## src/design/itp_pkg.sv

```systemverilog
package itp_pkg;

   // characters of interest
   localparam logic [7:0] CH_NUL    = 8'h00;
   localparam logic [7:0] CH_TAB    = 8'h09;
   localparam logic [7:0] CH_CR     = 8'h0D;
   localparam logic [7:0] CH_SPACE  = 8'h20;
   localparam logic [7:0] CH_OPEN   = 8'h28;
   localparam logic [7:0] CH_CLOSE  = 8'h29;
   localparam logic [7:0] CH_STAR   = 8'h2A;
   localparam logic [7:0] CH_PLUS   = 8'h2B;
   localparam logic [7:0] CH_MINUS  = 8'h2D;
   localparam logic [7:0] CH_SLASH  = 8'h2F;
   localparam logic [7:0] CH_ZERO   = 8'h30;
   localparam logic [7:0] CH_NINE   = 8'h39;
   localparam logic [7:0] CH_CARET  = 8'h5E;
   localparam logic [7:0] CH_LOW_A  = 8'h61;
   localparam logic [7:0] CH_LOW_Z  = 8'h7A;
   localparam logic [7:0] CH_TILDE  = 8'h7E;

   typedef logic [2:0] op_code_type;
   localparam op_code_type OP_TILDE = 3'd0;
   localparam op_code_type OP_CARET = 3'd1;
   localparam op_code_type OP_STAR  = 3'd2;
   localparam op_code_type OP_SLASH = 3'd3;
   localparam op_code_type OP_PLUS  = 3'd4;
   localparam op_code_type OP_MINUS = 3'd5;
   localparam op_code_type OP_OPEN  = 3'd6;

   typedef logic [1:0] err_type;
   localparam err_type ERR_NONE      = 2'd0;
   localparam err_type ERR_CHAR      = 2'd1;
   localparam err_type ERR_OVERFLOW  = 2'd2;
   localparam err_type ERR_UNMATCHED = 2'd3;

   typedef logic [6:0] score_type;
   localparam score_type SCORE_OPEN_IN = 7'd100;

   typedef struct packed {
      logic        valid;
      op_code_type code;
   } op_dec_type;

   typedef enum logic [3:0] {
      ST_IDLE, ST_DEC, ST_CLASS, ST_LSP, ST_CLOSE, ST_OPPOP, ST_PUSH,
      ST_POPC, ST_POPS, ST_END, ST_ERR, ST_FIN
   } seq_state_type;

   typedef enum logic [1:0] {
      CMD_NONE, CMD_EMIT, CMD_FINISH
   } cmd_kind_type;

   typedef struct packed {
      logic       has;
      logic [7:0] chr;
      err_type    err;
   } res_type;

   typedef struct packed {
      cmd_kind_type kind;
      res_type      res;
      logic         last;
   } cmd_type;

   function automatic op_dec_type op_decode(input logic [7:0] c);
      op_dec_type d;
      d.valid = 1'b1;
      d.code  = OP_OPEN;
      unique case (c)
         CH_TILDE: d.code = OP_TILDE;
         CH_CARET: d.code = OP_CARET;
         CH_STAR:  d.code = OP_STAR;
         CH_SLASH: d.code = OP_SLASH;
         CH_PLUS:  d.code = OP_PLUS;
         CH_MINUS: d.code = OP_MINUS;
         CH_OPEN:  d.code = OP_OPEN;
         default:  d.valid = 1'b0;
      endcase
      return d;
   endfunction

   function automatic logic [7:0] op_char(input op_code_type code);
      logic [7:0] c;
      unique case (code)
         OP_TILDE: c = CH_TILDE;
         OP_CARET: c = CH_CARET;
         OP_STAR:  c = CH_STAR;
         OP_SLASH: c = CH_SLASH;
         OP_PLUS:  c = CH_PLUS;
         OP_MINUS: c = CH_MINUS;
         default:  c = CH_OPEN;
      endcase
      return c;
   endfunction

   function automatic score_type score_in(input op_code_type code);
      score_type s;
      unique case (code)
         OP_TILDE, OP_CARET: s = 7'd6;
         OP_STAR, OP_SLASH:  s = 7'd3;
         OP_PLUS, OP_MINUS:  s = 7'd1;
         default:            s = SCORE_OPEN_IN;
      endcase
      return s;
   endfunction

   function automatic score_type score_stack(input op_code_type code);
      score_type s;
      unique case (code)
         OP_TILDE, OP_CARET: s = 7'd5;
         OP_STAR, OP_SLASH:  s = 7'd4;
         OP_PLUS, OP_MINUS:  s = 7'd2;
         default:            s = 7'd0;
      endcase
      return s;
   endfunction

endpackage

```

## src/design/itp_ram.sv

```systemverilog
module itp_ram #(
   parameter int WIDTH = 3,
   parameter int DEPTH = 16
) (
   input  logic                     clock,
   input  logic                     we,
   input  logic [$clog2(DEPTH)-1:0] waddr,
   input  logic [WIDTH-1:0]         wdata,
   input  logic [$clog2(DEPTH)-1:0] raddr,
   output logic [WIDTH-1:0]         rdata
);

   logic [WIDTH-1:0] mem [DEPTH];

   always_ff @(posedge clock) begin
      if (we) begin
         mem[waddr] <= wdata;
      end
      rdata <= mem[raddr];
   end

endmodule

```

## src/design/itp_out.sv

```systemverilog
module itp_out (
   input  logic            clock,
   input  logic            reset,
   input  itp_pkg::cmd_type cmd,
   output logic            cmd_ready,
   output logic            rsp_valid,
   input  logic            rsp_ready,
   output logic            rsp_has_char,
   output logic [7:0]      rsp_out_char,
   output logic [1:0]      rsp_error,
   output logic            rsp_run_last,
   output logic            rsp_expr_end
);

   // one word is held back so that run_last can be set on the final one
   logic              pend_valid_ff, pend_valid_in;
   itp_pkg::res_type  pend_ff, pend_in;
   logic              rsp_valid_ff, rsp_valid_in;
   itp_pkg::res_type  res_ff, res_in;
   logic              run_last_ff, run_last_in;
   logic              expr_end_ff, expr_end_in;
   logic              out_free;

   assign out_free = !rsp_valid_ff || rsp_ready;

   always_comb begin
      unique case (cmd.kind)
         itp_pkg::CMD_EMIT:   cmd_ready = !pend_valid_ff || out_free;
         itp_pkg::CMD_FINISH: cmd_ready = out_free;
         default:             cmd_ready = 1'b0;
      endcase
   end

   always_comb begin
      pend_valid_in = pend_valid_ff;
      pend_in       = pend_ff;
      rsp_valid_in  = rsp_valid_ff && !rsp_ready;
      res_in        = res_ff;
      run_last_in   = run_last_ff;
      expr_end_in   = expr_end_ff;
      if (cmd.kind == itp_pkg::CMD_EMIT && cmd_ready) begin
         if (pend_valid_ff) begin
            rsp_valid_in = 1'b1;
            res_in       = pend_ff;
            run_last_in  = 1'b0;
            expr_end_in  = 1'b0;
         end
         pend_valid_in = 1'b1;
         pend_in       = cmd.res;
      end else if (cmd.kind == itp_pkg::CMD_FINISH && cmd_ready) begin
         if (pend_valid_ff) begin
            rsp_valid_in  = 1'b1;
            res_in        = pend_ff;
            run_last_in   = 1'b1;
            expr_end_in   = cmd.last;
            pend_valid_in = 1'b0;
         end else if (cmd.last) begin
            // nothing came out of the last character: send a bare marker
            rsp_valid_in = 1'b1;
            res_in.has   = 1'b0;
            res_in.chr   = itp_pkg::CH_NUL;
            res_in.err   = itp_pkg::ERR_NONE;
            run_last_in  = 1'b1;
            expr_end_in  = 1'b1;
         end
      end
   end

   always_ff @(posedge clock) begin
      if (reset) begin
         pend_valid_ff <= 1'b0;
         rsp_valid_ff  <= 1'b0;
      end else begin
         pend_valid_ff <= pend_valid_in;
         rsp_valid_ff  <= rsp_valid_in;
      end
      pend_ff     <= pend_in;
      res_ff      <= res_in;
      run_last_ff <= run_last_in;
      expr_end_ff <= expr_end_in;
   end

   assign rsp_valid    = rsp_valid_ff;
   assign rsp_has_char = res_ff.has;
   assign rsp_out_char = res_ff.chr;
   assign rsp_error    = res_ff.err;
   assign rsp_run_last = run_last_ff;
   assign rsp_expr_end = expr_end_ff;

endmodule

```

## src/design/itp_seq.sv

```systemverilog
module itp_seq #(
   parameter int STACK_DEPTH = 16
) (
   input  logic                           clock,
   input  logic                           reset,
   input  logic                           req_valid,
   output logic                           req_ready,
   input  logic [7:0]                     req_ch,
   input  logic                           req_last,
   output itp_pkg::cmd_type               cmd,
   input  logic                           cmd_ready,
   output logic                           we,
   output logic [$clog2(STACK_DEPTH)-1:0] waddr,
   output itp_pkg::op_code_type           wdata,
   output logic [$clog2(STACK_DEPTH)-1:0] raddr,
   input  itp_pkg::op_code_type           rdata
);

   localparam int AW = $clog2(STACK_DEPTH);
   localparam int CW = $clog2(STACK_DEPTH + 1);
   localparam logic [CW-1:0] DEPTH_CNT = CW'(STACK_DEPTH);
   localparam logic [CW-1:0] CNT_ONE   = CW'(1);

   itp_pkg::seq_state_type state_ff, state_in;
   itp_pkg::seq_state_type ret_ff, ret_in;
   logic [7:0]             ch_ff, ch_in;
   logic                   last_ff, last_in;
   logic [CW-1:0]          count_ff, count_in;
   logic                   in_number_ff, in_number_in;
   logic                   skip_ff, skip_in;
   itp_pkg::err_type       err_ff, err_in;
   logic                   fwd_hit_ff, fwd_hit_in;
   itp_pkg::op_code_type   fwd_data_ff;
   logic [CW-1:0]          top_idx;

   itp_pkg::op_dec_type    op;
   itp_pkg::op_code_type   top;
   itp_pkg::score_type     sc, ss;
   logic                   digit, letter, white, close_ch, empty, full;

   assign op       = itp_pkg::op_decode(ch_ff);
   assign digit    = ch_ff >= itp_pkg::CH_ZERO && ch_ff <= itp_pkg::CH_NINE;
   assign letter   = ch_ff >= itp_pkg::CH_LOW_A && ch_ff <= itp_pkg::CH_LOW_Z;
   assign white    = ch_ff == itp_pkg::CH_SPACE ||
                     (ch_ff >= itp_pkg::CH_TAB && ch_ff <= itp_pkg::CH_CR);
   assign close_ch = ch_ff == itp_pkg::CH_CLOSE;
   assign empty    = count_ff == '0;
   assign full     = count_ff >= DEPTH_CNT;

   // top of stack: the RAM always reads the entry below the next count,
   // with a bypass for a push that lands on that entry in the same cycle
   assign top      = fwd_hit_ff ? fwd_data_ff : rdata;
   assign top_idx  = count_in - CNT_ONE;
   assign raddr    = top_idx[AW-1:0];
   assign waddr    = count_ff[AW-1:0];
   assign wdata    = op.code;
   assign fwd_hit_in = we && (waddr == raddr);

   assign sc = itp_pkg::score_in(op.code);
   assign ss = itp_pkg::score_stack(top);

   // next state
   always_comb begin
      state_in = state_ff;
      unique case (state_ff)
         itp_pkg::ST_IDLE: begin
            if (req_valid) state_in = itp_pkg::ST_DEC;
         end
         itp_pkg::ST_DEC: begin
            if (skip_ff) begin
               state_in = itp_pkg::ST_FIN;
            end else if (in_number_ff && !digit) begin
               if (cmd_ready) state_in = itp_pkg::ST_CLASS;
            end else begin
               state_in = itp_pkg::ST_CLASS;
            end
         end
         itp_pkg::ST_CLASS: begin
            priority if (white) begin
               state_in = itp_pkg::ST_END;
            end else if (digit) begin
               if (cmd_ready) state_in = itp_pkg::ST_END;
            end else if (letter) begin
               if (cmd_ready) state_in = itp_pkg::ST_LSP;
            end else if (close_ch) begin
               state_in = itp_pkg::ST_CLOSE;
            end else if (op.valid) begin
               state_in = (empty || sc > ss) ? itp_pkg::ST_PUSH : itp_pkg::ST_OPPOP;
            end else begin
               state_in = itp_pkg::ST_ERR;
            end
         end
         itp_pkg::ST_LSP: begin
            if (cmd_ready) state_in = itp_pkg::ST_END;
         end
         itp_pkg::ST_CLOSE: begin
            priority if (empty) state_in = itp_pkg::ST_ERR;
            else if (top == itp_pkg::OP_OPEN) state_in = itp_pkg::ST_END;
            else state_in = itp_pkg::ST_POPC;
         end
         itp_pkg::ST_OPPOP: begin
            state_in = (!empty && sc < ss) ? itp_pkg::ST_POPC : itp_pkg::ST_PUSH;
         end
         itp_pkg::ST_PUSH: begin
            state_in = full ? itp_pkg::ST_ERR : itp_pkg::ST_END;
         end
         itp_pkg::ST_POPC: begin
            if (cmd_ready) state_in = itp_pkg::ST_POPS;
         end
         itp_pkg::ST_POPS: begin
            if (cmd_ready) state_in = ret_ff;
         end
         itp_pkg::ST_END: begin
            priority if (!last_ff) state_in = itp_pkg::ST_FIN;
            else if (in_number_ff) state_in = itp_pkg::ST_END;
            else if (!empty) state_in = itp_pkg::ST_POPC;
            else state_in = itp_pkg::ST_FIN;
         end
         itp_pkg::ST_ERR: begin
            if (cmd_ready) state_in = itp_pkg::ST_FIN;
         end
         itp_pkg::ST_FIN: begin
            if (cmd_ready) state_in = itp_pkg::ST_IDLE;
         end
         default: state_in = itp_pkg::ST_IDLE;
      endcase
   end

   // outputs and datapath updates
   always_comb begin
      req_ready    = 1'b0;
      cmd.kind     = itp_pkg::CMD_NONE;
      cmd.res.has  = 1'b1;
      cmd.res.chr  = itp_pkg::CH_SPACE;
      cmd.res.err  = itp_pkg::ERR_NONE;
      cmd.last     = last_ff;
      we           = 1'b0;
      ch_in        = ch_ff;
      last_in      = last_ff;
      count_in     = count_ff;
      in_number_in = in_number_ff;
      skip_in      = skip_ff;
      ret_in       = ret_ff;
      err_in       = err_ff;
      unique case (state_ff)
         itp_pkg::ST_IDLE: begin
            req_ready = 1'b1;
            if (req_valid) begin
               ch_in   = req_ch;
               last_in = req_last;
            end
         end
         itp_pkg::ST_DEC: begin
            if (skip_ff) begin
               if (last_ff) begin
                  skip_in      = 1'b0;
                  count_in     = '0;
                  in_number_in = 1'b0;
               end
            end else if (in_number_ff && !digit) begin
               // close the digit run
               cmd.kind = itp_pkg::CMD_EMIT;
               if (cmd_ready) in_number_in = 1'b0;
            end
         end
         itp_pkg::ST_CLASS: begin
            priority if (white) begin
            end else if (digit) begin
               cmd.kind    = itp_pkg::CMD_EMIT;
               cmd.res.chr = ch_ff;
               if (cmd_ready) in_number_in = 1'b1;
            end else if (letter) begin
               cmd.kind    = itp_pkg::CMD_EMIT;
               cmd.res.chr = ch_ff;
            end else if (close_ch || op.valid) begin
            end else begin
               err_in = itp_pkg::ERR_CHAR;
            end
         end
         itp_pkg::ST_LSP: cmd.kind = itp_pkg::CMD_EMIT;
         itp_pkg::ST_CLOSE: begin
            priority if (empty) err_in = itp_pkg::ERR_UNMATCHED;
            else if (top == itp_pkg::OP_OPEN) count_in = count_ff - CNT_ONE;
            else ret_in = itp_pkg::ST_CLOSE;
         end
         itp_pkg::ST_OPPOP: begin
            ret_in = itp_pkg::ST_OPPOP;
         end
         itp_pkg::ST_PUSH: begin
            if (full) begin
               err_in = itp_pkg::ERR_OVERFLOW;
            end else begin
               we       = 1'b1;
               count_in = count_ff + CNT_ONE;
            end
         end
         itp_pkg::ST_POPC: begin
            cmd.kind    = itp_pkg::CMD_EMIT;
            cmd.res.chr = itp_pkg::op_char(top);
            if (cmd_ready) count_in = count_ff - CNT_ONE;
         end
         itp_pkg::ST_POPS: cmd.kind = itp_pkg::CMD_EMIT;
         itp_pkg::ST_END: begin
            ret_in = itp_pkg::ST_END;
            if (last_ff && in_number_ff) begin
               cmd.kind = itp_pkg::CMD_EMIT;
               if (cmd_ready) in_number_in = 1'b0;
            end
         end
         itp_pkg::ST_ERR: begin
            cmd.kind    = itp_pkg::CMD_EMIT;
            cmd.res.has = 1'b0;
            cmd.res.chr = itp_pkg::CH_NUL;
            cmd.res.err = err_ff;
            if (cmd_ready) begin
               count_in     = '0;
               in_number_in = 1'b0;
               skip_in      = !last_ff;
            end
         end
         itp_pkg::ST_FIN: cmd.kind = itp_pkg::CMD_FINISH;
         default: ;
      endcase
   end

   always_ff @(posedge clock) begin
      if (reset) begin
         state_ff     <= itp_pkg::ST_IDLE;
         ret_ff       <= itp_pkg::ST_END;
         count_ff     <= '0;
         in_number_ff <= 1'b0;
         skip_ff      <= 1'b0;
         fwd_hit_ff   <= 1'b0;
      end else begin
         state_ff     <= state_in;
         ret_ff       <= ret_in;
         count_ff     <= count_in;
         in_number_ff <= in_number_in;
         skip_ff      <= skip_in;
         fwd_hit_ff   <= fwd_hit_in;
      end
      ch_ff       <= ch_in;
      last_ff     <= last_in;
      err_ff      <= err_in;
      fwd_data_ff <= wdata;
   end

endmodule

```

## src/design/infix_to_postfix_converter_unit.sv

```systemverilog
// Infix to postfix converter (shunting-yard), one character per input word.
// Input channel req_: req_ch is an ASCII character, req_last marks the end of
// the expression. Output channel rsp_: one postfix character per word, with
// rsp_has_char low for a bare marker or an error word (rsp_error non-zero),
// rsp_run_last on the final word caused by an input word and rsp_expr_end on
// the final word of the expression.
// Timing: an input word is taken only while the sequencer is idle. With no
// stack work a word goes through accept, decode, classify, wrap-up and
// finish before the next is taken; a word skipped after an error goes through
// accept, decode and finish. A letter's trailing space, a push, a matched
// close or a digit that ends the expression each add a step, a push that must
// first compare against the top adds a compare step, and each operator popped
// adds compare, operator and space steps. Each word waits in a one-word hold-back
// until the next word or the finish step, so that run_last can be set on the last.
// Reset clears the stack count, the digit-run and error-skip flags and both
// output stages; the stack memory itself needs no clearing pass.
// A stalled receiver (rsp_ready low) holds rsp_ words stable; the sequencer
// waits and req_ready stays low until the current word's results are queued.
module infix_to_postfix_converter_unit #(
   parameter int STACK_DEPTH = 16
) (
   input  logic       clock,
   input  logic       reset,
   input  logic       req_valid,
   output logic       req_ready,
   input  logic [7:0] req_ch,
   input  logic       req_last,
   output logic       rsp_valid,
   input  logic       rsp_ready,
   output logic       rsp_has_char,
   output logic [7:0] rsp_out_char,
   output logic [1:0] rsp_error,
   output logic       rsp_run_last,
   output logic       rsp_expr_end
);

   localparam int AW = $clog2(STACK_DEPTH);

   itp_pkg::cmd_type     cmd;
   logic                 cmd_ready;
   logic                 we;
   logic [AW-1:0]        waddr, raddr;
   itp_pkg::op_code_type wdata, rdata;

   // operator stack storage
   itp_ram #(
      .WIDTH ($bits(itp_pkg::op_code_type)),
      .DEPTH (STACK_DEPTH)
   ) u_ram (
      .clock (clock),
      .we    (we),
      .waddr (waddr),
      .wdata (wdata),
      .raddr (raddr),
      .rdata (rdata)
   );

   // sequencer: classify, push, pop and flush one step per cycle unless the output stage stalls it
   itp_seq #(
      .STACK_DEPTH (STACK_DEPTH)
   ) u_seq (
      .clock     (clock),
      .reset     (reset),
      .req_valid (req_valid),
      .req_ready (req_ready),
      .req_ch    (req_ch),
      .req_last  (req_last),
      .cmd       (cmd),
      .cmd_ready (cmd_ready),
      .we        (we),
      .waddr     (waddr),
      .wdata     (wdata),
      .raddr     (raddr),
      .rdata     (rdata)
   );

   // hold-back stage and output register
   itp_out u_out (
      .clock        (clock),
      .reset        (reset),
      .cmd          (cmd),
      .cmd_ready    (cmd_ready),
      .rsp_valid    (rsp_valid),
      .rsp_ready    (rsp_ready),
      .rsp_has_char (rsp_has_char),
      .rsp_out_char (rsp_out_char),
      .rsp_error    (rsp_error),
      .rsp_run_last (rsp_run_last),
      .rsp_expr_end (rsp_expr_end)
   );

endmodule

```

## config.mk

```make
export PLATFORM = sky130hd
export DESIGN_NAME = infix_to_postfix_converter_unit
export DESIGN_NICKNAME = d
export VERILOG_FILES = /design/src/design/itp_pkg.sv /design/src/design/itp_ram.sv /design/src/design/itp_out.sv /design/src/design/itp_seq.sv /design/src/design/infix_to_postfix_converter_unit.sv
export SDC_FILE = /design/constraint.sdc
export NUM_CORES = 1
export LEC_CHECK = 0
export BUFFER_PORTS_ARGS = -buffer_cell sky130_fd_sc_hd__buf_4
export CAP_MARGIN = 20
export CORE_UTILIZATION = 40
export CTS_CLUSTER_DIAMETER = 80
export DETAILED_ROUTE_END_ITERATION = 10
export PLACE_DENSITY = 0.6
export SLEW_MARGIN = 10
export SYNTH_ARGS = -nofsm -noshare
export SYNTH_HDL_FRONTEND = slang
export SYNTH_SLANG_ARGS = --single-unit
```

## constraint.sdc

```tcl
create_clock -name clock -period 8 [get_ports clock]
set_clock_uncertainty 0.05 [all_clocks]
set_input_delay 0.8 -clock clock [delete_from_list [all_inputs] [get_ports clock]]
set_output_delay 0.8 -clock clock [all_outputs]
set_load 0.03 [all_outputs]
```

==> flow_summary.toml, run 1 <==
[clock_tree]
cts_tree = "done"
htreeDepth = 3
clockBufferDepth = 2
cts.sinks = 106
path_clk_slew_ns = 0.07
cts_setup_buffers = 0
cts_hold_buf = 0
clk_latency_ns = 0.35
cts_buffers = 9
cts_root_buf = "clkbuf_16"
cts_resized = 0

[floorplan]
initial_utilization = 0.408
ios = 28
die_h_um = 118
die_w_um = 118
rows = 42
core-area_sq_um = 13200
dieArea_sq_um = 13900

[outcome]
status = "complete, no violations"

[power_and_ir_drop]
leakage_nw = 2.09
vdd_drop_max_mv = 0.0969
cellPowerDensity_nw_per_um2 = 227
p_total_mw = 1.36

[global_route]
first_global_vias = 3584
grt_max_degree = 24
grt_util_all_layers = 0.182
grt_antenna_before_repair = 0
grt_remaining_overflow = 0
grt_first_pass_wirelength_um = 19500

[synthesis]
yosys-top-cells-area = "edfxtp_1 46%, dfxtp_1 8.6%, mux4_2 5.0%"
synth-edff-count = 83
synth_warnings = 0
synthTopCellsByCount = "83 x edfxtp_1, 50 x nor2_1, 34 x nand2_1"
synth.largest_area_cell = "edfxtp_1"
synth_top_cell_area_share = 0.463
yosysMostFrequentCell = "edfxtp_1"
synth.distinct_cells = 69
synthArstFlopShare = 0
synth_nets = 497
synth-seq-area-share = 0.549
synth_cells = 472
syn_avg_cell_area_sq_um = 11.4
ys_ff_latch = 106
synth.cell_area_sq_um = 5380
synth-main-ff-cell = "edfxtp_1"

[final_layout]
syn_to_final_growth_pct = 11.1
diodes = 0
final_layout_size_suffix_gt1_frac = 0.142
final_nets = 512

[route]
initialDrtViolationCount = 519
wl_per_cell_um = 17.7
via_per_inst = 5.69
vias = 3803
drt_pre_antenna_iters = 5
final_antenna_net_count = 0
drc = 0
routed_wl_um = 11800

[placement]
gp_routability_congestion = 0.906
numPortBuffers = 27
dp_hpwl_um = 8480

[sta]
rsz0062_at_grt = "false"
tightest_slew_ns = 1.00
finalCritPeriodShare = 0.798
period_minus_slack_ns = 6.38
timing.final.max_slew_violations = 0
fin_setup_tns_ns = 0
setup_violations = 0
max_clock_freq_ghz = 0.157
relSlewSlack = 0.330
hold_violations = 0

[setup_path]
path_class = "reg2reg"
start_kind = "flip-flop"
reg2reg_depth = 18
cp-end-kind = "flip-flop"
worstPathArrival_ns = 6.56
crit_required_ns = 8.18
worstPathMaxFanout = 13

[hold_path]
hold_path_depth = 1
hold_path.class = "reg2reg"

[flow_run]
cap_violations = 0
==> routing by layer <==
metal / wire length [um] / global-route usage / part of all wire / up-vias
met5: 0 / 0 / 0 / -
met4: 227 / 0.0721 / 0.019 / 0
met3: 811 / 0.0354 / 0.068 / 18
met2: 5580 / 0.281 / 0.47 / 165
met1: 5220 / 0.253 / 0.44 / 1831
li1: - / - / - / 1789
==> cells by family after synthesis <==
logic type | Yosys count | share of synthesized area
and+or+nand+nor | 176 | 0.169
DFF | 106 | 0.549
AOI/OAI and AO/OA | 98 | 0.123
buffers and inverters | 45 | 0.0356
muxes | 27 | 0.0781
adders and majority gates | 12 | 0.0279
xor gates and xnor gates | 7 | 0.0163
other | 1 | 0.000697
==> critical path, stage by stage (launching register included) <==
cell and delay, ns:
edfxtp_1 0.57, nor4b_1 0.43, a31oi_1 0.08, o32a_1 0.19, nor4_1 0.49, nand2b_1 0.21
a21oi_1 0.11, or4_1 0.61, ha_1 0.35, nor2_1 0.45, clkinv_1 0.42, ha_1 0.40
nor2_1 0.06, a211oi_4 0.41, buf_8 0.23, ha_1 0.46, mux4_2 0.38, mux2i_1 0.22
mux2i_1 0.12
==> sequential cells by signal (all words and copies together), names as in the netlist, 3 cells and up <==
name	count
u_ram.mem	48
u_seq.fwd_data_ff	3
u_out.pend_ff	11
u_seq.ch_ff	8
u_seq.state_ff	4
u_ram.rdata	3
u_out.rsp_out_char	8
u_seq.ret_ff	3
u_seq.count_ff	5
==> through the flow <==
step	std cells	area [sq um]	utilization	setup WS (ns)	hold WS, ns
after floorplan	472	5380	-	2.60	0.377
after global placement	651	5690	0.432	1.86	0.387
after detailed placement	651	5690	0.432	1.37	0.398
after CTS	667	5970	0.452	1.32	0.414
after global routing	668	5980	0.453	1.13	0.425
final	668	5980	0.453	1.62	0.412
==> power breakdown <==
part | total [mW] | internal [mW] | switching [mW]
combinational | 0.265 | 0.0996 | 0.165
sequential | 0.686 | 0.625 | 0.0603
clock | 0.408 | 0.218 | 0.190
total | 1.36 | 0.943 | 0.416
==> layout by cell type, fill, tap and decap left out, types with 3 or more instances in the layout <==
cell type | Yosys | routed
a211oi_1 | 4 | 4
a21o_1 | 3 | 3
a21oi_1 | 28 | 28
a2bb2oi_1 | 3 | 3
a31oi_1 | 6 | 6
a41o_1 | 4 | 4
and2_1 | 3 | 3
and3_1 | 4 | 4
buf_4 | 1 | 27
clkbuf_16 | 0 | 9
dfxtp_1 | 23 | 23
edfxtp_1 | 83 | 83
ha_1 | 12 | 12
inv_1 | 19 | 19
mux2i_1 | 15 | 15
mux4_2 | 12 | 12
nand2_1 | 34 | 34
nand2b_1 | 9 | 9
nand3_1 | 12 | 12
nand3b_1 | 3 | 3
nand4_1 | 4 | 4
nor2_1 | 50 | 50
nor2b_1 | 19 | 19
nor3_1 | 15 | 15
nor4_1 | 4 | 4
o21ai_0 | 21 | 21
o22ai_1 | 4 | 4
or2_2 | 3 | 3
or4_1 | 3 | 3
xnor2_1 | 3 | 3
==> layout make-up <==
class	instances	area, sq um
inverters	21	78.8
clock inverters	5	30.0
clock buffers	11	243
well taps	176	220
repair buffers	28	218
multi-input cells	321	2240
fillers	1200	7210
flip-flops and latches	106	2950
==> final timing paths <==
check,to,startpoint,slack (ns)
worst max-delay path,u_ram.rdata[1]$_DFF_P_,u_seq.ch_ff[2]$_DFFE_PP_,1.62
worst min register to register,u_seq.ret_ff[0]$_SDFFE_PP1P_,u_seq.ret_ff[0]$_SDFFE_PP1P_,0.41
worst max register to register,u_ram.rdata[1]$_DFF_P_,u_seq.ch_ff[2]$_DFFE_PP_,1.62
worst min-delay path,u_seq.ret_ff[0]$_SDFFE_PP1P_,u_seq.ret_ff[0]$_SDFFE_PP1P_,0.41
Power figures use the tool's default switching activity.
==> run 2, diff against run 1 <==
Settings changed: ABC_AREA set to 1, PLACE_DENSITY 0.6 to 0.62.
Clock period 8 ns to 5.1 ns, I/O delays scaled along.
==> run 2 against run 1 <==
Net effect: global-route usage increased by 2.4 points; via count up 22%; critical path depth up 9; largest power group unchanged.
==> flow_summary.toml, run 2 <==
[synthesis]
synthTopCellsByCount = "139 x nand2_1, 118 x inv_1, 84 x nor2_1"
yosysMostFrequentCell = "nand2_1"
ys_ff_latch = 106
synth_cells = 675
synth-edff-count = 83
synth_warnings = 0
synth.cell_area_sq_um = 5630
synthArstFlopShare = 0
synth-seq-area-share = 0.525
syn_avg_cell_area_sq_um = 8.34
synth.largest_area_cell = "edfxtp_1"
synth_nets = 700
synth.distinct_cells = 41
yosys-top-cells-area = "edfxtp_1 44%, nand2_1 9.3%, dfxtp_1 8.2%"
synth-main-ff-cell = "edfxtp_1"
synth_top_cell_area_share = 0.443

[placement]
gp_routability_congestion = 0.913
dp_hpwl_um = 9930
numPortBuffers = 27

[floorplan]
dieArea_sq_um = 14500
ios = 28
initial_utilization = 0.417
die_h_um = 121
rows = 42
core-area_sq_um = 13500
die_w_um = 121

[sta]
relSlewSlack = 0.449
timing.final.max_slew_violations = 0
fin_setup_tns_ns = 0
rsz0062_at_grt = "false"
period_minus_slack_ns = 4.30
setup_violations = 0
finalCritPeriodShare = 0.844
max_clock_freq_ghz = 0.232
tightest_slew_ns = 0.823
hold_violations = 0

[setup_path]
max_stage_delay_ns = 0.45
path_class = "reg2reg"
slowest_stage = "edfxtp_1"
path_buf_inv = 4
worstPathMaxFanout = 25
critPathTopFamily = "simple AND/OR/NAND/NOR gates"
cp-end-kind = "flip-flop"
start_kind = "flip-flop"
crit_required_ns = 5.36
worstPathArrival_ns = 4.56
cpMostUsedCell = "nand2_1"
ff2ff_setup_slack_ns = 0.80

[route]
final_antenna_net_count = 0
initialDrtViolationCount = 441
drt_pre_antenna_iters = 5
drc = 0
vias = 4654
via_per_inst = 5.25
wl_per_cell_um = 15.5
routed_wl_um = 13800

[clock_tree]
cts_root_buf = "clkbuf_16"
clockBufferDepth = 2
cts_tree = "done"
cts.sinks = 106
path_clk_slew_ns = 0.08
clk_latency_ns = 0.36
cts_buffers = 9
htreeDepth = 3
cts_setup_buffers = 0

[power_and_ir_drop]
leakage_nw = 2.77
p_total_mw = 2.29
cellPowerDensity_nw_per_um2 = 359
vdd_drop_max_mv = 0.244

[final_layout]
diodes = 0
top_regs = "u_ram.mem x48, u_out.pend_ff x11"
largest_register_ff_count = 48
syn_to_final_growth_pct = 13.5
final_layout_size_suffix_gt1_frac = 0.0914
final_nets = 731
final_common_cell = "nand2_1"
layout_common_cells = "139 x nand2_1, 118 x inv_1, 84 x nor2_1"
max_flop_register = "u_ram.mem"
fill_cells = 1316

[global_route]
grt_max_degree = 26
grt_first_pass_wirelength_um = 23000
grt_antenna_before_repair = 0
first_global_vias = 4593
grt_util_all_layers = 0.207
grt_remaining_overflow = 0

[flow_run]
cap_violations = 0

[hold_path]
hold_path.class = "in2reg"

[outcome]
status = "complete, no violations"
## run 2: changes by cell type in the layout (fill, tap and decap cells not counted), moves of 16 or more
cell	change
inv_1	+99
nand2_1	+105
nand3_1	+65
nand3b_1	+16
nor2_1	+34
nor2b_1	-19
## run 2: final cells by class
cell class	count	area [sq um]	share of cell area
clock buffers	10	229	0.0359
clock inverters	6	124	0.0194
inverters	123	462	0.0723
multi-input cells	434	2150	0.337
flip-flops and latches	106	2950	0.462
well taps	176	220	0.0345
repair buffers	32	244	0.0382
## run 2: path summary, 6_finish.rpt
check                                    start                           end  cells past startpoint
setup reg to reg      u_seq.ch_ff[1]$_DFFE_PP_   u_seq.fwd_hit_ff$_SDFF_PP0_                     27
setup / recovery      u_seq.ch_ff[1]$_DFFE_PP_   u_seq.fwd_hit_ff$_SDFF_PP0_                     27
hold reg to reg   u_seq.ret_ff[2]$_SDFFE_PP0P_  u_seq.ret_ff[2]$_SDFFE_PP0P_                      2
hold / removal                       req_ch[6]      u_seq.ch_ff[6]$_DFFE_PP_                      1
## run 2: metal layers
layer  routed length (um)  up-vias  share of wire  track usage
met5                    0        -              0            0
met4                  346        0          0.025       0.0802
met3                  774       32          0.056       0.0410
met2                 6500      159           0.47        0.343
met1                 6140     2185           0.45        0.265
li1                     -     2278              -            -
## run 2: repair_timing
action                                  CTS  global route
endpoints found under the setup margin    0             4
hold buffers                              0             0
resized for setup                         0             2
## run 2: where the power goes
group          switching, mW  total (mW)  internal (mW)
Clock                  0.325       0.811          0.487
Combinational          0.317       0.461          0.144
Sequential            0.0441        1.02          0.977
## run 2: metrics by stage
stage	hold WS (ns)	setup WS [ns]	cell area, sq um	cells	utilization
after global routing	0.262	0.102	6380	887	0.473
final	0.275	0.797	6380	887	0.473
after floorplan	0.393	1.11	5630	675	-
after global placement	0.426	0.781	6010	870	0.445
after CTS	0.262	0.528	6360	886	0.471
after detailed placement	0.431	0.579	6010	870	0.445
## run 2: cell families (layout without fill, tap and decap cells)
family                   Yosys count  in the layout  synth area share
other                              1              1          0.000666
flip-flops                       106            106             0.525
AO/OA/AOI/OAI                     66             66            0.0694
adder cells (fa/ha/maj)           12             12            0.0267
buffers and inverters            135            171            0.0949
XOR/XNOR                           1              1           0.00156
AND/OR/NAND/NOR                  354            354             0.282
==> run 3, diff against run 2 <==
Settings changed: PLACE_DENSITY 0.62 to 0.6.
Clock period 5.1 ns to 4.2 ns, I/O delays scaled along.
==> run 3 against run 2 <==
Net effect: wire length decreased by 1.9%; maximum frequency rose by 11%; final cell count up 1.6%; clock power up 7.6%; critical path depth did not move; flip-flop and latch count did not move; sequential share of layout area fell by 0.67 points; largest cell class unchanged.
==> flow_summary.toml, run 3 (synthesis results as in run 2) <==
[outcome]
status = "complete, no violations"

[clock_tree]
cts.sinks = 106
path_clk_slew_ns = 0.07
cts_hold_buf = 0
clk_latency_ns = 0.35
cts_root_buf = "clkbuf_16"
clockBufferDepth = 2
htreeDepth = 3
cts_buffers = 9
cts_tree = "done"

[route]
wl_per_cell_um = 15.0
drt_pre_antenna_iters = 5
drc = 0
vias = 4594
routed_wl_um = 13500
final_antenna_net_count = 0
initialDrtViolationCount = 459
via_per_inst = 5.10

[placement]
gp_routability_congestion = 0.898
dp_hpwl_um = 9870
numPortBuffers = 27

[final_layout]
final_layout_size_suffix_gt1_frac = 0.123
multi_input_area_sq_um = 2180
top_regs = "u_ram.mem x48, u_out.pend_ff x11"
diodes = 0
max_flop_register = "u_ram.mem"
fill_cells = 1283
final_common_cell = "nand2_1"
layout_common_cells = "138 x nand2_1, 115 x inv_1, 83 x edfxtp_1"
syn_to_final_growth_pct = 15.1
seq_area_sq_um = 2950
largest_register_ff_count = 48
final_nets = 745

[global_route]
first_global_vias = 4380
grt_util_all_layers = 0.196
grt_max_degree = 26
grt_remaining_overflow = 0
grt_antenna_before_repair = 0
grt_first_pass_wirelength_um = 21600

[setup_path]
cp-end-kind = "flip-flop"
ff2ff_setup_slack_ns = 0.31
start_kind = "flip-flop"
crit_required_ns = 4.44
worstPathArrival_ns = 4.13
worstPathMaxFanout = 6
path_class = "reg2reg"

[floorplan]
initial_utilization = 0.417
rows = 42
ios = 28
die_w_um = 121
dieArea_sq_um = 14500
die_h_um = 121
core-area_sq_um = 13500

[sta]
timing.final.max_slew_violations = 0
max_clock_freq_ghz = 0.257
period_minus_slack_ns = 3.89
finalCritPeriodShare = 0.927
tightest_slew_ns = 0.739
relSlewSlack = 0.506
fin_hold_ws_ns = 0.194
setup_violations = 0
hold_violations = 0

[power_and_ir_drop]
cellPowerDensity_nw_per_um2 = 418
p_total_mw = 2.71
leakage_nw = 2.82
vdd_drop_max_mv = 0.339

[hold_path]
hold_path.class = "in2reg"

[flow_run]
cap_violations = 0
## run 3: changes by cell type in the layout (fill, tap and decap cells not counted), sizes merged
| cell | before | now |
|---|---|---|
| buf | 32 | 45 |
| inv | 123 | 122 |
| clkinv | 3 | 2 |
| bufinv | 3 | 1 |
| clkinvlp | 0 | 2 |
| clkbuf | 10 | 13 |
## run 3: final cells by class
class / count / share of cell area
Timing Repair Buffer: 45 / 0.0527
Multi-Input combinational cell: 434 / 0.336
Clock inverter: 3 / 0.00676
Sequential cell: 106 / 0.456
Tap cell: 176 / 0.0340
Clock buffer: 13 / 0.0417
Timing Repair inverter: 1 / 0.00116
Inverter: 123 / 0.0718
## run 3: worst paths after layout
check | startpoint | endpoint | depth (start not counted)
worst max-delay path | u_seq.ch_ff[0]$_DFFE_PP_ | u_seq.fwd_hit_ff$_SDFF_PP0_ | 27
worst min-delay path | req_ch[4] | u_seq.ch_ff[4]$_DFFE_PP_ | 1
worst max register to register | u_seq.ch_ff[0]$_DFFE_PP_ | u_seq.fwd_hit_ff$_SDFF_PP0_ | 27
worst min register to register | u_seq.ret_ff[2]$_SDFFE_PP0P_ | u_seq.ret_ff[2]$_SDFFE_PP0P_ | 2
## run 3: critical path: stages (launching register included)
cell	delay, ns
edfxtp_1	0.47
nor2_2	0.19
nand2_1	0.08
nor2_2	0.12
o21ai_1	0.09
nand3_1	0.13
nand2_1	0.07
inv_1	0.08
nor2_1	0.06
nor3_2	0.10
and2_4	0.16
inv_1	0.04
ha_1	0.21
o21ai_0	0.14
nand2_1	0.08
nand2_1	0.10
ha_1	0.24
o22ai_2	0.20
inv_1	0.09
nand3_4	0.08
inv_2	0.07
ha_4	0.33
o21ai_0	0.10
a211oi_1	0.21
nand2_1	0.08
nor2_1	0.10
nand2_1	0.06
nor2_1	0.07
## run 3: repair_timing
| item | in CTS | in global routing |
|---|---|---|
| buffers inserted | 0 | 4 |
| resized for setup | 0 | 15 |
| setup endpoints to repair | 0 | 4 |
## run 3: routing by layer
layer	GRT usage	wire length (um)	vias up	share of wire
met5	0	0	-	0
met4	0.0764	335	0	0.025
met3	0.0401	672	22	0.050
met2	0.326	6390	125	0.47
met1	0.250	6110	2138	0.45
li1	-	-	2309	-
## run 3: metrics by stage
stage / setup TNS (ns) / instance area [sq um] / utilization / instances / worst slack, ns
floorplan: 0 / 5630 / - / 675 / 0.209
global placement: 0 / 6080 / 0.450 / 880 / 0.364
detailed placement: 0 / 6080 / 0.450 / 880 / 0.218
CTS: 0 / 6400 / 0.474 / 896 / 0.194
global route: -0.231 / 6480 / 0.480 / 901 / -0.0992
finish: 0 / 6480 / 0.480 / 901 / 0.308
## run 3: power breakdown
group,switching [mW],internal [mW]
Sequential,0.0530,1.19
Combinational,0.393,0.201
Clock,0.360,0.512
